## config.mk

```make
export PLATFORM = sky130hd
export DESIGN_NAME = ring_distance_vector_update_core_flat
export DESIGN_NICKNAME = d
export VERILOG_FILES = /design/src/rtl/core/rdvu_pkg.sv /design/src/rtl/core/rdvu_if.sv /design/src/rtl/core/rdvu_rows_mem.sv /design/src/rtl/core/rdvu_own_mem.sv /design/src/rtl/core/ring_distance_vector_update_core.sv /design/src/flat_wrapper.sv
export SDC_FILE = /design/constraint.sdc
export NUM_CORES = 1
export LEC_CHECK = 0
export BUFFER_PORTS_ARGS = -buffer_cell sky130_fd_sc_hd__buf_2
export CORE_AREA = 10 10 196 198
export CTS_BUF_LIST = sky130_fd_sc_hd__clkbuf_4
export DETAILED_ROUTE_END_ITERATION = 12
export DIE_AREA = 0 0 206 208
export MAX_ROUTING_LAYER = met4
export PLACE_DENSITY_LB_ADDON = 0.12
export SLEW_MARGIN = 20
export SYNTH_ARGS = -nofsm -noshare
export SYNTH_HDL_FRONTEND = slang
export SYNTH_HIERARCHICAL = 1
export SYNTH_SLANG_ARGS = --single-unit
export TNS_END_PERCENT = 30
```

## constraint.sdc

```tcl
create_clock -name i_clk -period 7.4 [get_ports i_clk]
set_input_delay 0.37 -clock i_clk [delete_from_list [all_inputs] [get_ports i_clk]]
set_output_delay 0.37 -clock i_clk [all_outputs]
set_load 0.02 [all_outputs]
```

## src/rtl/core/rdvu_pkg.sv

```systemverilog
// Shared constants, types and helper functions of the ring distance-vector update core.
package rdvu_pkg;

    localparam int RING_NODES = 16;
    localparam int IDX_W      = $clog2(RING_NODES);
    localparam int ROW_AW     = IDX_W + 1;
    localparam int ROW_DEPTH  = 2 * RING_NODES;
    localparam int EMIT_LEN   = (RING_NODES < 16) ? RING_NODES : 16;
    localparam int EK_W       = (EMIT_LEN > 1) ? $clog2(EMIT_LEN) : 1;
    localparam int NODE_W     = 4;
    localparam int DIST_W     = 8;
    localparam int ID_EXT_W   = 8;

    localparam logic [DIST_W-1:0] INF_DIST = 8'hFF;
    localparam logic [DIST_W-1:0] HOP_COST = 8'd1;
    localparam logic [DIST_W-1:0] SELF_DIST = 8'd0;

    localparam logic CMD_ELEMENT = 1'b0;
    localparam logic CMD_INIT    = 1'b1;

    typedef logic [ID_EXT_W-1:0] t_node_ext;
    typedef logic [IDX_W-1:0]    t_idx;
    typedef logic [ROW_AW-1:0]   t_row_addr;
    typedef logic [EK_W-1:0]     t_emit_cnt;
    typedef logic [NODE_W-1:0]   t_node;
    typedef logic [DIST_W-1:0]   t_dist;

    // Request bundle for the neighbor row memory.
    typedef struct packed {
        logic      clear;
        logic      we;
        t_row_addr waddr;
        t_dist     wdata;
        logic      re;
        t_row_addr raddr;
    } t_rows_req;

    // Request bundle for the own vector memory.
    typedef struct packed {
        logic  init;
        t_node init_id;
        logic  we;
        t_idx  waddr;
        t_dist wdata;
        logic  re;
        t_idx  raddr;
    } t_own_req;

    function automatic t_node_ext next_of(input t_node id);
        t_node_ext inc;
        inc = t_node_ext'(id) + t_node_ext'(1);
        return (inc >= t_node_ext'(RING_NODES)) ? '0 : inc;
    endfunction

    function automatic t_node_ext prev_of(input t_node id);
        return (id == '0) ? t_node_ext'(RING_NODES - 1) : t_node_ext'(id) - t_node_ext'(1);
    endfunction

    // Value an own vector entry takes right after initialization.
    function automatic t_dist init_value(input t_idx idx, input t_node id);
        t_node_ext ie;
        ie = t_node_ext'(idx);
        if (ie == next_of(id) || ie == prev_of(id)) begin
            return HOP_COST;
        end
        if (ie == t_node_ext'(id)) begin
            return SELF_DIST;
        end
        return INF_DIST;
    endfunction

endpackage

```

## src/rtl/core/rdvu_if.sv

```systemverilog
// Valid/ready channel interfaces for neighbor words in and own vector words out.
interface rdvu_in_if;
    logic                  valid;
    logic                  ready;
    logic                  cmd;
    rdvu_pkg::t_node       source_node;
    rdvu_pkg::t_node       dest_index;
    rdvu_pkg::t_dist       distance;
    logic                  last_element;

    modport source (output valid, cmd, source_node, dest_index, distance, last_element,
                    input ready);
    modport sink   (input valid, cmd, source_node, dest_index, distance, last_element,
                    output ready);
endinterface

interface rdvu_out_if;
    logic                  valid;
    logic                  ready;
    rdvu_pkg::t_node       out_index;
    rdvu_pkg::t_dist       out_distance;
    logic                  out_last;

    modport source (output valid, out_index, out_distance, out_last, input ready);
    modport sink   (input valid, out_index, out_distance, out_last, output ready);
endinterface

```

## src/rtl/core/rdvu_rows_mem.sv

```systemverilog
// Neighbor row memory with per-entry valid bits; an invalid entry reads as infinity.
module rdvu_rows_mem (
    input  logic                i_clk,
    input  logic                i_rst_n,
    input  rdvu_pkg::t_rows_req i_req,
    output rdvu_pkg::t_dist     o_rd_data
);

    rdvu_pkg::t_dist mem [rdvu_pkg::ROW_DEPTH];
    logic [rdvu_pkg::ROW_DEPTH-1:0] r_vld;
    rdvu_pkg::t_dist r_rd_data;
    logic            r_rd_vld;

    always_ff @(posedge i_clk) begin
        if (i_req.we) begin
            mem[i_req.waddr] <= i_req.wdata;
        end
        if (i_req.re) begin
            r_rd_data <= mem[i_req.raddr];
        end
    end

    always_ff @(posedge i_clk) begin
        if (!i_rst_n) begin
            r_vld    <= '0;
            r_rd_vld <= 1'b0;
        end else begin
            if (i_req.clear) begin
                r_vld <= '0;
            end else if (i_req.we) begin
                r_vld[i_req.waddr] <= 1'b1;
            end
            if (i_req.re) begin
                r_rd_vld <= r_vld[i_req.raddr];
            end
        end
    end

    assign o_rd_data = r_rd_vld ? r_rd_data : rdvu_pkg::INF_DIST;

endmodule

```

## src/rtl/core/rdvu_own_mem.sv

```systemverilog
// Own distance vector memory; unwritten entries read as their initialization value.
module rdvu_own_mem (
    input  logic               i_clk,
    input  logic               i_rst_n,
    input  rdvu_pkg::t_own_req i_req,
    output rdvu_pkg::t_dist    o_rd_data
);

    rdvu_pkg::t_dist mem [rdvu_pkg::RING_NODES];
    logic [rdvu_pkg::RING_NODES-1:0] r_vld;
    logic            r_init_done;
    rdvu_pkg::t_node r_init_id;
    rdvu_pkg::t_dist r_rd_data;
    logic            r_rd_vld;
    rdvu_pkg::t_idx  r_rd_addr;

    always_ff @(posedge i_clk) begin
        if (i_req.we) begin
            mem[i_req.waddr] <= i_req.wdata;
        end
        if (i_req.re) begin
            r_rd_data <= mem[i_req.raddr];
            r_rd_addr <= i_req.raddr;
        end
        if (i_req.init) begin
            r_init_id <= i_req.init_id;
        end
    end

    always_ff @(posedge i_clk) begin
        if (!i_rst_n) begin
            r_vld       <= '0;
            r_init_done <= 1'b0;
            r_rd_vld    <= 1'b0;
        end else begin
            if (i_req.init) begin
                r_vld       <= '0;
                r_init_done <= 1'b1;
            end else if (i_req.we) begin
                r_vld[i_req.waddr] <= 1'b1;
            end
            if (i_req.re) begin
                r_rd_vld <= r_vld[i_req.raddr];
            end
        end
    end

    // Before any initialization every entry is unreachable.
    always_comb begin
        if (r_rd_vld) begin
            o_rd_data = r_rd_data;
        end else if (r_init_done) begin
            o_rd_data = rdvu_pkg::init_value(r_rd_addr, r_init_id);
        end else begin
            o_rd_data = rdvu_pkg::INF_DIST;
        end
    end

endmodule

```

## src/rtl/core/ring_distance_vector_update_core.sv

```systemverilog
// Top level of one ring node: neighbor words in, own distance vector words out.
// A neighbor element is read in IDLE, then modified and written back in UPD.
// An emitted vector reads each output word in ERD and offers it in EOUT, where any output stall holds it.
// A new neighbor element is taken only in IDLE, after the previous one leaves UPD; input is held off while emitting.
// Reset (synchronous, active low) clears both memories to infinity through valid bits,
// clears the changed flag and sets node_id to 0; no clearing pass is needed.
module ring_distance_vector_update_core (
    input  logic                   i_clk,
    input  logic                   i_rst_n,
    input  logic                   i_cfg_we,
    input  rdvu_pkg::t_node        i_cfg_data,
    rdvu_in_if.sink                i_in,
    rdvu_out_if.source             o_out
);

    // Sequencer states. IDLE takes a word, UPD finishes the read-modify-write,
    // ERD reads one own entry for emission and EOUT offers it downstream.
    typedef enum logic [3:0] {
        S_IDLE = 4'b0001,
        S_UPD  = 4'b0010,
        S_ERD  = 4'b0100,
        S_EOUT = 4'b1000
    } t_state;

    t_state r_state, n_state;

    rdvu_pkg::t_node     r_node_id;
    logic                r_changed, n_changed;
    rdvu_pkg::t_emit_cnt r_k, n_k;

    // Element fields held across the read cycle.
    rdvu_pkg::t_idx  r_dst;
    rdvu_pkg::t_dist r_dist;
    logic            r_last;
    logic            r_upd;

    rdvu_pkg::t_rows_req rows_req;
    rdvu_pkg::t_own_req  own_req;
    rdvu_pkg::t_dist     rows_rd;
    rdvu_pkg::t_dist     own_rd;

    logic            in_fire;
    logic            row_sel;
    logic            dst_ok;
    rdvu_pkg::t_idx  in_idx;
    rdvu_pkg::t_dist best;
    rdvu_pkg::t_dist new_dist;
    logic            moved;

    rdvu_rows_mem u_rows (
        .i_clk     (i_clk),
        .i_rst_n   (i_rst_n),
        .i_req     (rows_req),
        .o_rd_data (rows_rd)
    );

    rdvu_own_mem u_own (
        .i_clk     (i_clk),
        .i_rst_n   (i_rst_n),
        .i_req     (own_req),
        .o_rd_data (own_rd)
    );

    assign i_in.ready = (r_state == S_IDLE);
    assign in_fire    = i_in.valid && i_in.ready;

    // The element goes to row one when it comes from the next node, else row zero.
    assign row_sel = (rdvu_pkg::t_node_ext'(i_in.source_node) == rdvu_pkg::next_of(r_node_id));
    assign dst_ok  = (rdvu_pkg::t_node_ext'(i_in.dest_index)
                      < rdvu_pkg::t_node_ext'(rdvu_pkg::RING_NODES));
    assign in_idx  = rdvu_pkg::t_idx'(i_in.dest_index);

    // The row just written holds r_dist, so only the other row is read back.
    // Taking the smaller of the two and adding one hop, saturating at infinity.
    assign best     = (rows_rd < r_dist) ? rows_rd : r_dist;
    assign new_dist = (best == rdvu_pkg::INF_DIST) ? rdvu_pkg::INF_DIST
                                                   : best + rdvu_pkg::HOP_COST;
    assign moved    = r_upd && (own_rd != new_dist);

    always_comb begin
        n_state  = r_state;
        n_changed = r_changed;
        n_k      = r_k;
        rows_req = '0;
        own_req  = '0;
        own_req.init_id = r_node_id;

        unique case (r_state)
            S_IDLE: begin
                if (in_fire) begin
                    if (i_in.cmd == rdvu_pkg::CMD_INIT) begin
                        // Initialization drops all stored rows and rebuilds the
                        // own vector, then announces it right away.
                        rows_req.clear = 1'b1;
                        own_req.init   = 1'b1;
                        n_changed      = 1'b0;
                        n_k            = '0;
                        n_state        = S_ERD;
                    end else begin
                        rows_req.we    = dst_ok;
                        rows_req.waddr = {row_sel, in_idx};
                        rows_req.wdata = i_in.distance;
                        rows_req.re    = dst_ok;
                        rows_req.raddr = {~row_sel, in_idx};
                        own_req.re     = dst_ok;
                        own_req.raddr  = in_idx;
                        n_state        = S_UPD;
                    end
                end
            end
            S_UPD: begin
                own_req.we    = moved;
                own_req.waddr = r_dst;
                own_req.wdata = new_dist;
                if (r_last && (r_changed || moved)) begin
                    n_changed = 1'b0;
                    n_k       = '0;
                    n_state   = S_ERD;
                end else begin
                    n_changed = r_changed || moved;
                    n_state   = S_IDLE;
                end
            end
            S_ERD: begin
                own_req.re    = 1'b1;
                own_req.raddr = rdvu_pkg::t_idx'(r_k);
                n_state       = S_EOUT;
            end
            S_EOUT: begin
                if (o_out.ready) begin
                    if (r_k == rdvu_pkg::t_emit_cnt'(rdvu_pkg::EMIT_LEN - 1)) begin
                        n_state = S_IDLE;
                    end else begin
                        n_k     = r_k + 1'b1;
                        n_state = S_ERD;
                    end
                end
            end
            default: begin
                n_state = S_IDLE;
            end
        endcase
    end

    always_ff @(posedge i_clk) begin
        if (!i_rst_n) begin
            r_state   <= S_IDLE;
            r_changed <= 1'b0;
            r_k       <= '0;
            r_node_id <= '0;
        end else begin
            r_state   <= n_state;
            r_changed <= n_changed;
            r_k       <= n_k;
            if (i_cfg_we) begin
                r_node_id <= i_cfg_data;
            end
        end
    end

    // Element payload capture; the own entry of this node itself is never updated.
    always_ff @(posedge i_clk) begin
        if (in_fire) begin
            r_dst  <= in_idx;
            r_dist <= i_in.distance;
            r_last <= i_in.last_element;
            r_upd  <= dst_ok && (i_in.dest_index != r_node_id);
        end
    end

    // The memory read register holds the word steady while the sink stalls.
    assign o_out.valid        = (r_state == S_EOUT);
    assign o_out.out_index    = rdvu_pkg::t_node'(r_k);
    assign o_out.out_distance = own_rd;
    assign o_out.out_last     = (r_k == rdvu_pkg::t_emit_cnt'(rdvu_pkg::EMIT_LEN - 1));

endmodule
```

## src/flat_wrapper.sv

```systemverilog
// flat-port wrapper written by rule: the top's interface ports become plain ports
module ring_distance_vector_update_core_flat 
  (i_clk, i_rst_n, i_cfg_we, i_cfg_data, i_in_valid, i_in_cmd, i_in_source_node, i_in_dest_index, i_in_distance, i_in_last_element, i_in_ready, o_out_valid, o_out_out_index, o_out_out_distance, o_out_out_last, o_out_ready);
  rdvu_in_if i_in_i ();
  rdvu_out_if o_out_i ();
  input  logic i_clk;
  input  logic i_rst_n;
  input  logic i_cfg_we;
  input  rdvu_pkg::t_node i_cfg_data;
  input wire logic [$bits(i_in_i.valid)-1:0] i_in_valid;
  input wire logic [$bits(i_in_i.cmd)-1:0] i_in_cmd;
  input wire logic [$bits(i_in_i.source_node)-1:0] i_in_source_node;
  input wire logic [$bits(i_in_i.dest_index)-1:0] i_in_dest_index;
  input wire logic [$bits(i_in_i.distance)-1:0] i_in_distance;
  input wire logic [$bits(i_in_i.last_element)-1:0] i_in_last_element;
  output wire logic [$bits(i_in_i.ready)-1:0] i_in_ready;
  output wire logic [$bits(o_out_i.valid)-1:0] o_out_valid;
  output wire logic [$bits(o_out_i.out_index)-1:0] o_out_out_index;
  output wire logic [$bits(o_out_i.out_distance)-1:0] o_out_out_distance;
  output wire logic [$bits(o_out_i.out_last)-1:0] o_out_out_last;
  input wire logic [$bits(o_out_i.ready)-1:0] o_out_ready;
  assign i_in_i.valid = i_in_valid;
  assign i_in_i.cmd = i_in_cmd;
  assign i_in_i.source_node = i_in_source_node;
  assign i_in_i.dest_index = i_in_dest_index;
  assign i_in_i.distance = i_in_distance;
  assign i_in_i.last_element = i_in_last_element;
  assign i_in_ready = i_in_i.ready;
  assign o_out_valid = o_out_i.valid;
  assign o_out_out_index = o_out_i.out_index;
  assign o_out_out_distance = o_out_i.out_distance;
  assign o_out_out_last = o_out_i.out_last;
  assign o_out_i.ready = o_out_ready;
  ring_distance_vector_update_core u_core (.i_clk(i_clk), .i_rst_n(i_rst_n), .i_cfg_we(i_cfg_we), .i_cfg_data(i_cfg_data), .i_in(i_in_i), .o_out(o_out_i));
endmodule
```

Word level (Yosys, flattened, before mapping) --
Memories as Yosys holds them, arrays and structs flattened. A register that Yosys moved wholly into a read port is not among the register bits. Cells that the tools add are included.
Cells by class: div/mod/pow operators 0, reductions and logical operators 15, muxes and demuxes 57, add/subtract/negate cells 5, multiply operators 0, equal/unequal tests 17, bitwise logic cells 4, shift-type cells 0, order comparisons 9
Operators by type and width (count):
- 8-bit 2-to-1 mux | 11
- 21-bit 2-to-1 mux | 2
- 32-bit OR | 1
- 4-bit 2-to-1 mux | 7
- 1-bit 2-to-1 mux | 21
- 20-bit 2-to-1 mux | 1
- 4-bit by 8-bit equality test with 1-bit output | 2
- 16-bit OR | 1
- 4-bit one-hot mux with 4 select lines | 1
- 5-bit 2-to-1 mux | 3
- 13-bit 2-to-1 mux | 1
- 5-bit by 6-bit < comparator with 1-bit output (second input constant) | 2
- 4-bit one-hot mux with 3 select lines | 1
- 4-bit by 1-bit adder with 5-bit output (second input constant) | 2
- 4-bit by 5-bit < comparator with 1-bit output (second input constant) | 2
- 5-bit one-hot mux with 2 select lines | 1
- 3-bit 2-to-1 mux | 3
- 8-bit by 1-bit adder with 8-bit output (second input constant) | 1
- 4-bit equality test (second input constant) | 2
- 8-bit equality test (second input constant) | 1
- 8-bit by 5-bit >= comparator with 1-bit output (second input constant) | 1
- 8-bit < comparator | 1
- 8-bit inequality test | 1
- 2-bit inequality test (second input constant) | 3
- 27 further kinds | 35
Storage, ports and cells: register bits after elaboration 86, memories kept 2, ROM bits 0, logic and storage cells 124, bits in latches 0, input bits 27, memory bits (writable) 384, output and inout port bits 15
Memories:
- u_core.u_rows.mem | words 32, bits a word 8, rd ports 1, clocked after Yosys merged registers in 1, write ports 1, RTL line rdvu_rows_mem.sv:9 | rdvu_pkg::t_dist mem [rdvu_pkg::ROW_DEPTH];
- u_core.u_own.mem | words 16, bits a word 8, rd ports 1, clocked after Yosys merged registers in 1, write ports 1, RTL line rdvu_own_mem.sv:9 | rdvu_pkg::t_dist mem [rdvu_pkg::RING_NODES];

Depth between registers and ports, before layout --
depth in word-level cells 23, depth in mapped cells 23, gate-level depth less buffers 19

Cells and area by module --
The synthesis kept the hierarchy.
By module, submodules not included:
- rdvu_rows_mem | cells an instance 539, times used 1, seq. area each 8588.2 um^2, area an instance 11421.0 um^2
- rdvu_own_mem | cells an instance 317, times used 1, seq. area each 4684.5 um^2, area an instance 6486.2 um^2
- ring_distance_vector_update_core | cells an instance 282, times used 1, seq. area each 680.7 um^2, area an instance 2422.3 um^2

Least setup slack after synthesis --
Ideal clock, no wire load.
kind register to register, start point register u_core.u_rows.r_rd_vld, end point memory u_core/u_own/mem[0][0] (netlist bit) (enable), clock period less this slack 5.412 ns, data required time 7.014 ns, stages on the path, launching flop included 21, arrival time 5.026 ns, path slack 1.988 ns, setup time 0.386 ns, path buffers 4, cell sequence dfxtp_1 nand2b_1 ha_1 a2111o_1 a21o_1 buf_6 buf_12 buf_6 mux2_2 ha_1 clkbuf_1 and3_1 nand3_1 mux2i_1 mux2i_4 o221ai_2 a2111oi_4 a41oi_4 and2_2 or3b_2 nor3_1
RTL lines:
- start, declared | RTL line rdvu_rows_mem.sv:12 | logic r_rd_vld;
- start signal, assigned | RTL line rdvu_rows_mem.sv:34 | r_rd_vld <= r_vld[i_req.raddr];
- end, declared | RTL line rdvu_own_mem.sv:9

==> impl.org <==
** Run status
- Run status :: completed

** Timing
- Across the routed clock network, the largest skew measured is approximately 0.059 ns.
- Headroom to the max-slew limit came out at ~22%.
- # setup viols final :: 0
- Fin. max-slew vios :: 0
- Endpoints failing hold :: 0
- In the post-route analysis, the smallest setup slack over all paths is between 1 and 1.5 ns.
- Final clock period utilization by the worst path :: between 80 and 90%
- Setup repair after global routing left no endpoint under its margin.
- Timing would allow up to ~0.16 GHz.
- Min Hold Slack :: about 0.18 ns
- Setup TNS after final layout :: 0 ns
- Worst Tran Pin Value :: 1.157 ns
- Final critical delay including setup and external delays :: 6.077 ns

** Placement
- Dpl ws :: 1.384 ns
- Detailed placement ended at an HPWL of ~28000 um.
- In this run, placement finished with an instance count of 1600.
- # port buffers :: 41
- Weighted congestion at the end of routability-driven global placement :: between 0.9 and 1

** Critical path
- Required time of the critical path :: 7.82 ns
- For this design, the slowest cell found on the critical path is a21o_1.
- Crit-path most repeated cell :: ha_1
- The number of buffers and inverters on the critical path is 0.
- STA puts the critical path data arrival time at roughly 6.5 ns.
- Setup Crit Path Kind :: register to register
- The largest single stage delay on the critical path is between 0.7 and 0.8 ns.
- Of all nets on the critical path, the largest fanout is 25.
- Family with the most delay on the worst path :: compound AO/OA/AOI/OAI gates
- STA classifies the critical path startpoint as a register.
- Worst path cell trace :: nand2b_1, ha_1, a21oi_1, o21ai_0, a21o_1, mux2_2, ha_1, and4_1, a31oi_1, mux2i_4, o221ai_2, a2111oi_4, a41oi_4, and2_2, or3b_2, nor2_1
- Element type at the critical path end :: register

** Yosys
- Synthesis inferred 486 register bits.
- The number of nets in the synthesized netlist is 1177.
- For this run, the number of Yosys warnings is 6.
- Of the synthesized area, sequential elements account for about 69%.
- Avg Cell Area, Syn :: around 18 um^2
- Most used DFF post-synth :: edfxtp_1
- In this run, distinct cell masters in the synthesized netlist total between 70 and 80.
- For this run, asynchronously set or reset flops after synthesis account for 0%.
- Synthesized netlist cell count :: between 1000 and 1500
- The synthesized design contains ~420 enable-type register cells.
- Summing every instance area after synthesis gives approximately 0.02 mm^2.

** Power
- VDD sags by at most between 200 and 250 uV.
- Power per Cell Area :: around 260 mW/mm^2
- Static leakage :: just over 7 nW

** Detailed routing
- In this run, the number of DRC markers left after iteration 0 of detailed routing was between 900 and 1000.
- Drt via density :: around 6
- After detailed routing, the average wire length per cell comes to between 20 and 25 um.
- Across all layers, the routed design uses approximately 11000 vias.
- DRT Wirelength :: roughly 43000 um
- Detailed-routing iteration count for the pre-antenna-repair pass :: 5
- Number of remaining DRC errors :: 0
- Once detail routing completed, the nets flagged for antenna violations numbered 0.

** CTS
- Number of buffers added by the clock tree synthesis step :: 117
- CTS built an H-tree with a depth of 3.
- CTS tree :: done
- For the worst-skew pair, the clock arrives at the later sink with an insertion delay of between 0.8 and 0.9 ns.
- Cell at the root of the clock tree :: clkbuf_4
- Gates resized during post-CTS repair numbered 0.
- After clock tree synthesis, the clock-pin slew on the worst setup and hold paths is roughly 0.070 ns.
- The clock passes through at most 3 buffers.
- Number of clock sinks seen by CTS :: 486

** Die
- In this run the core area contains just under 70 standard-cell rows.
- Initial Util :: ~59%
- Die outline height :: about 210 um
- Measured along the x axis, the die boundary spans 206 um.
- Die footprint :: ~0.043 mm^2
- IO Pins :: 42
- Core Box Area :: 0.03437 mm^2

** Global route
- Entering global routing, the biggest net connects around 50 pins.
- Global-route total usage across every layer :: 21.07%
- The number of global-route vias before repair came to 11270.
- Global-route wire length before repair :: about 67000 um
- The number of antenna violations at the first check in global routing is 1.
- Overall overflow remaining after global route :: 0

** Cells and area
- From synthesis to final layout, the design area changed by 11.95%.
- In the final layout, the share of cells above drive strength 1 is 28.58%.
- The final layout contains around 1300 nets.
- Excluding fillers, the count of instances in the completed layout stands at 1852.

** Min path
- Type of the worst min-delay path :: input pin to register

** Job
- Across the run, the number of max-cap violations was 0.
## synthesized netlist by cell type, drive strengths merged (4+ instances only)
master | instances | area, um^2
dfxtp | 64 | 1281
ha | 12 | 150.1
buf | 26 | 232.7
nor2 | 74 | 277.8
nand3 | 27 | 140.1
nand2b | 15 | 93.84
mux4 | 124 | 2860
nor3 | 12 | 60.06
mux2i | 31 | 322.8
xnor2 | 10 | 87.58
clkbuf | 27 | 101.4
a21o | 9 | 67.56
nand2 | 32 | 120.1
nor4b | 4 | 35.03
a31oi | 7 | 58.81
and2 | 21 | 132.6
nor2b | 12 | 75.07
or3b | 4 | 35.03
nand3b | 12 | 90.09
a211oi | 5 | 37.54
inv | 22 | 82.58
xor2 | 11 | 96.34
o21ai | 16 | 83.83
a21oi | 18 | 90.09
o21a | 53 | 397.9
edfxtp | 422 | 12670
mux2 | 12 | 135.1
and3 | 4 | 25.02
## sequential cells by signal (all words and copies together), names as in the netlist
name	cells
u_core/u_rows/r_vld	32
u_core/r_upd	1
u_core/u_own/r_init_id	4
u_core/r_node_id	4
u_core/r_changed	1
u_core/u_own/r_vld	16
u_core/u_rows/r_rd_data	8
u_core/u_own/mem	128
u_core/r_last	1
u_core/r_state	4
u_core/u_own/r_rd_addr	4
u_core/o_out.out_index	4
u_core/u_own/r_rd_data	8
u_core/u_rows/r_rd_vld	1
u_core/r_dst	4
u_core/r_dist	8
u_core/u_rows/mem	256
u_core/u_own/r_rd_vld	1
u_core/u_own/r_init_done	1
## layer usage
layer / track usage, % / wire length, um / vias up
met2: 31.84 / 21240 / 313
li1: - / - / 4986
met3: 4.040 / 2145 / 81
met5: - / 0 / -
met1: 27.59 / 18370 / 5558
met4: 9.057 / 1394 / 0
## metrics by stage
stage	cell area [um^2]	power (mW)	utilization [%]
after floorplan	20330	3.698	-
after global placement	20930	3.871	60.89
after detailed placement	20930	3.880	60.90
after CTS	22740	6.021	66.15
after global routing	22760	6.237	66.21
final	22760	5.951	66.21
## cells by family after synthesis
group	synth area share [%]
buffers and inverters	2.049
multiplexers	16.32
flip-flops	68.64
XOR/XNOR	0.9047
adder cells (fa/ha/maj)	0.7385
AND/OR/NAND/NOR	6.044
AO/OA/AOI/OAI	5.305
## worst min-delay path, stage by stage
cell and delay (ns):
buf_2 0.10, nor2b_1 0.09, o21ai_0 0.17, o21ai_0 0.08, o211a_1 0.12
## worst paths after layout
check                              start                 endpoint  slack [ns]  depth (start not counted)
setup / recovery  u_core/u_rows/r_rd_vld  u_core/u_own/mem[12][3]        1.32                         16
hold / removal                i_in_valid         u_core/r_changed        0.18                          5
hold reg to reg   u_core/u_own/r_vld[14]   u_core/u_own/r_vld[14]        0.46                          1
setup reg to reg  u_core/u_rows/r_rd_vld  u_core/u_own/mem[12][3]        1.32                         16
## where the power goes
group | total (mW) | internal (mW) | switching, mW
logic | 0.751 | 0.307 | 0.444
registers | 3.09 | 3.05 | 0.0357
clock network | 2.11 | 1.08 | 1.03
total | 5.95 | 4.44 | 1.51
## cell type report
type | instances | area (um^2)
Antenna cell | 1 | 2.502
Clock inverter | 54 | 249.0
Fill cell | 2451 | 11610
Timing Repair Buffer | 90 | 648.1
Tap cell | 455 | 569.3
Clock buffer | 167 | 1254
Inverter | 22 | 82.58
Sequential cell | 486 | 13950
Multi-Input combinational cell | 577 | 6001
## repair_timing
| item | CTS | global route |
|---|---|---|
| buffers inserted | 0 | 0 |
| endpoints found under the hold margin | 30 | 0 |
| hold buffers | 30 | 0 |
## placed cells by master (no fill, tap or decap), types with 4 or more instances in the layout
cell type	instances
nor3_1	11
ha_1	12
dlygate4sd3_1	30
and2_2	9
mux4_2	106
nor4b_1	4
dfxtp_1	64
and3_1	4
clkbuf_4	167
mux2_2	12
nor2b_1	10
xnor2_1	10
a21oi_1	18
nor2_2	6
mux2i_1	30
a211oi_1	5
or3b_2	4
o21a_1	53
a21o_1	8
mux4_1	18
nor2_1	68
nand3b_1	12
clkinv_1	41
edfxtp_1	422
o21ai_0	15
nand3_1	26
buf_2	41
buf_4	19
a31oi_1	6
nand2_1	32
inv_1	22
and2_1	10
nand2b_1	15
clkinv_2	7
xor2_1	11
Note: power is estimated with default switching activity, not from simulation.
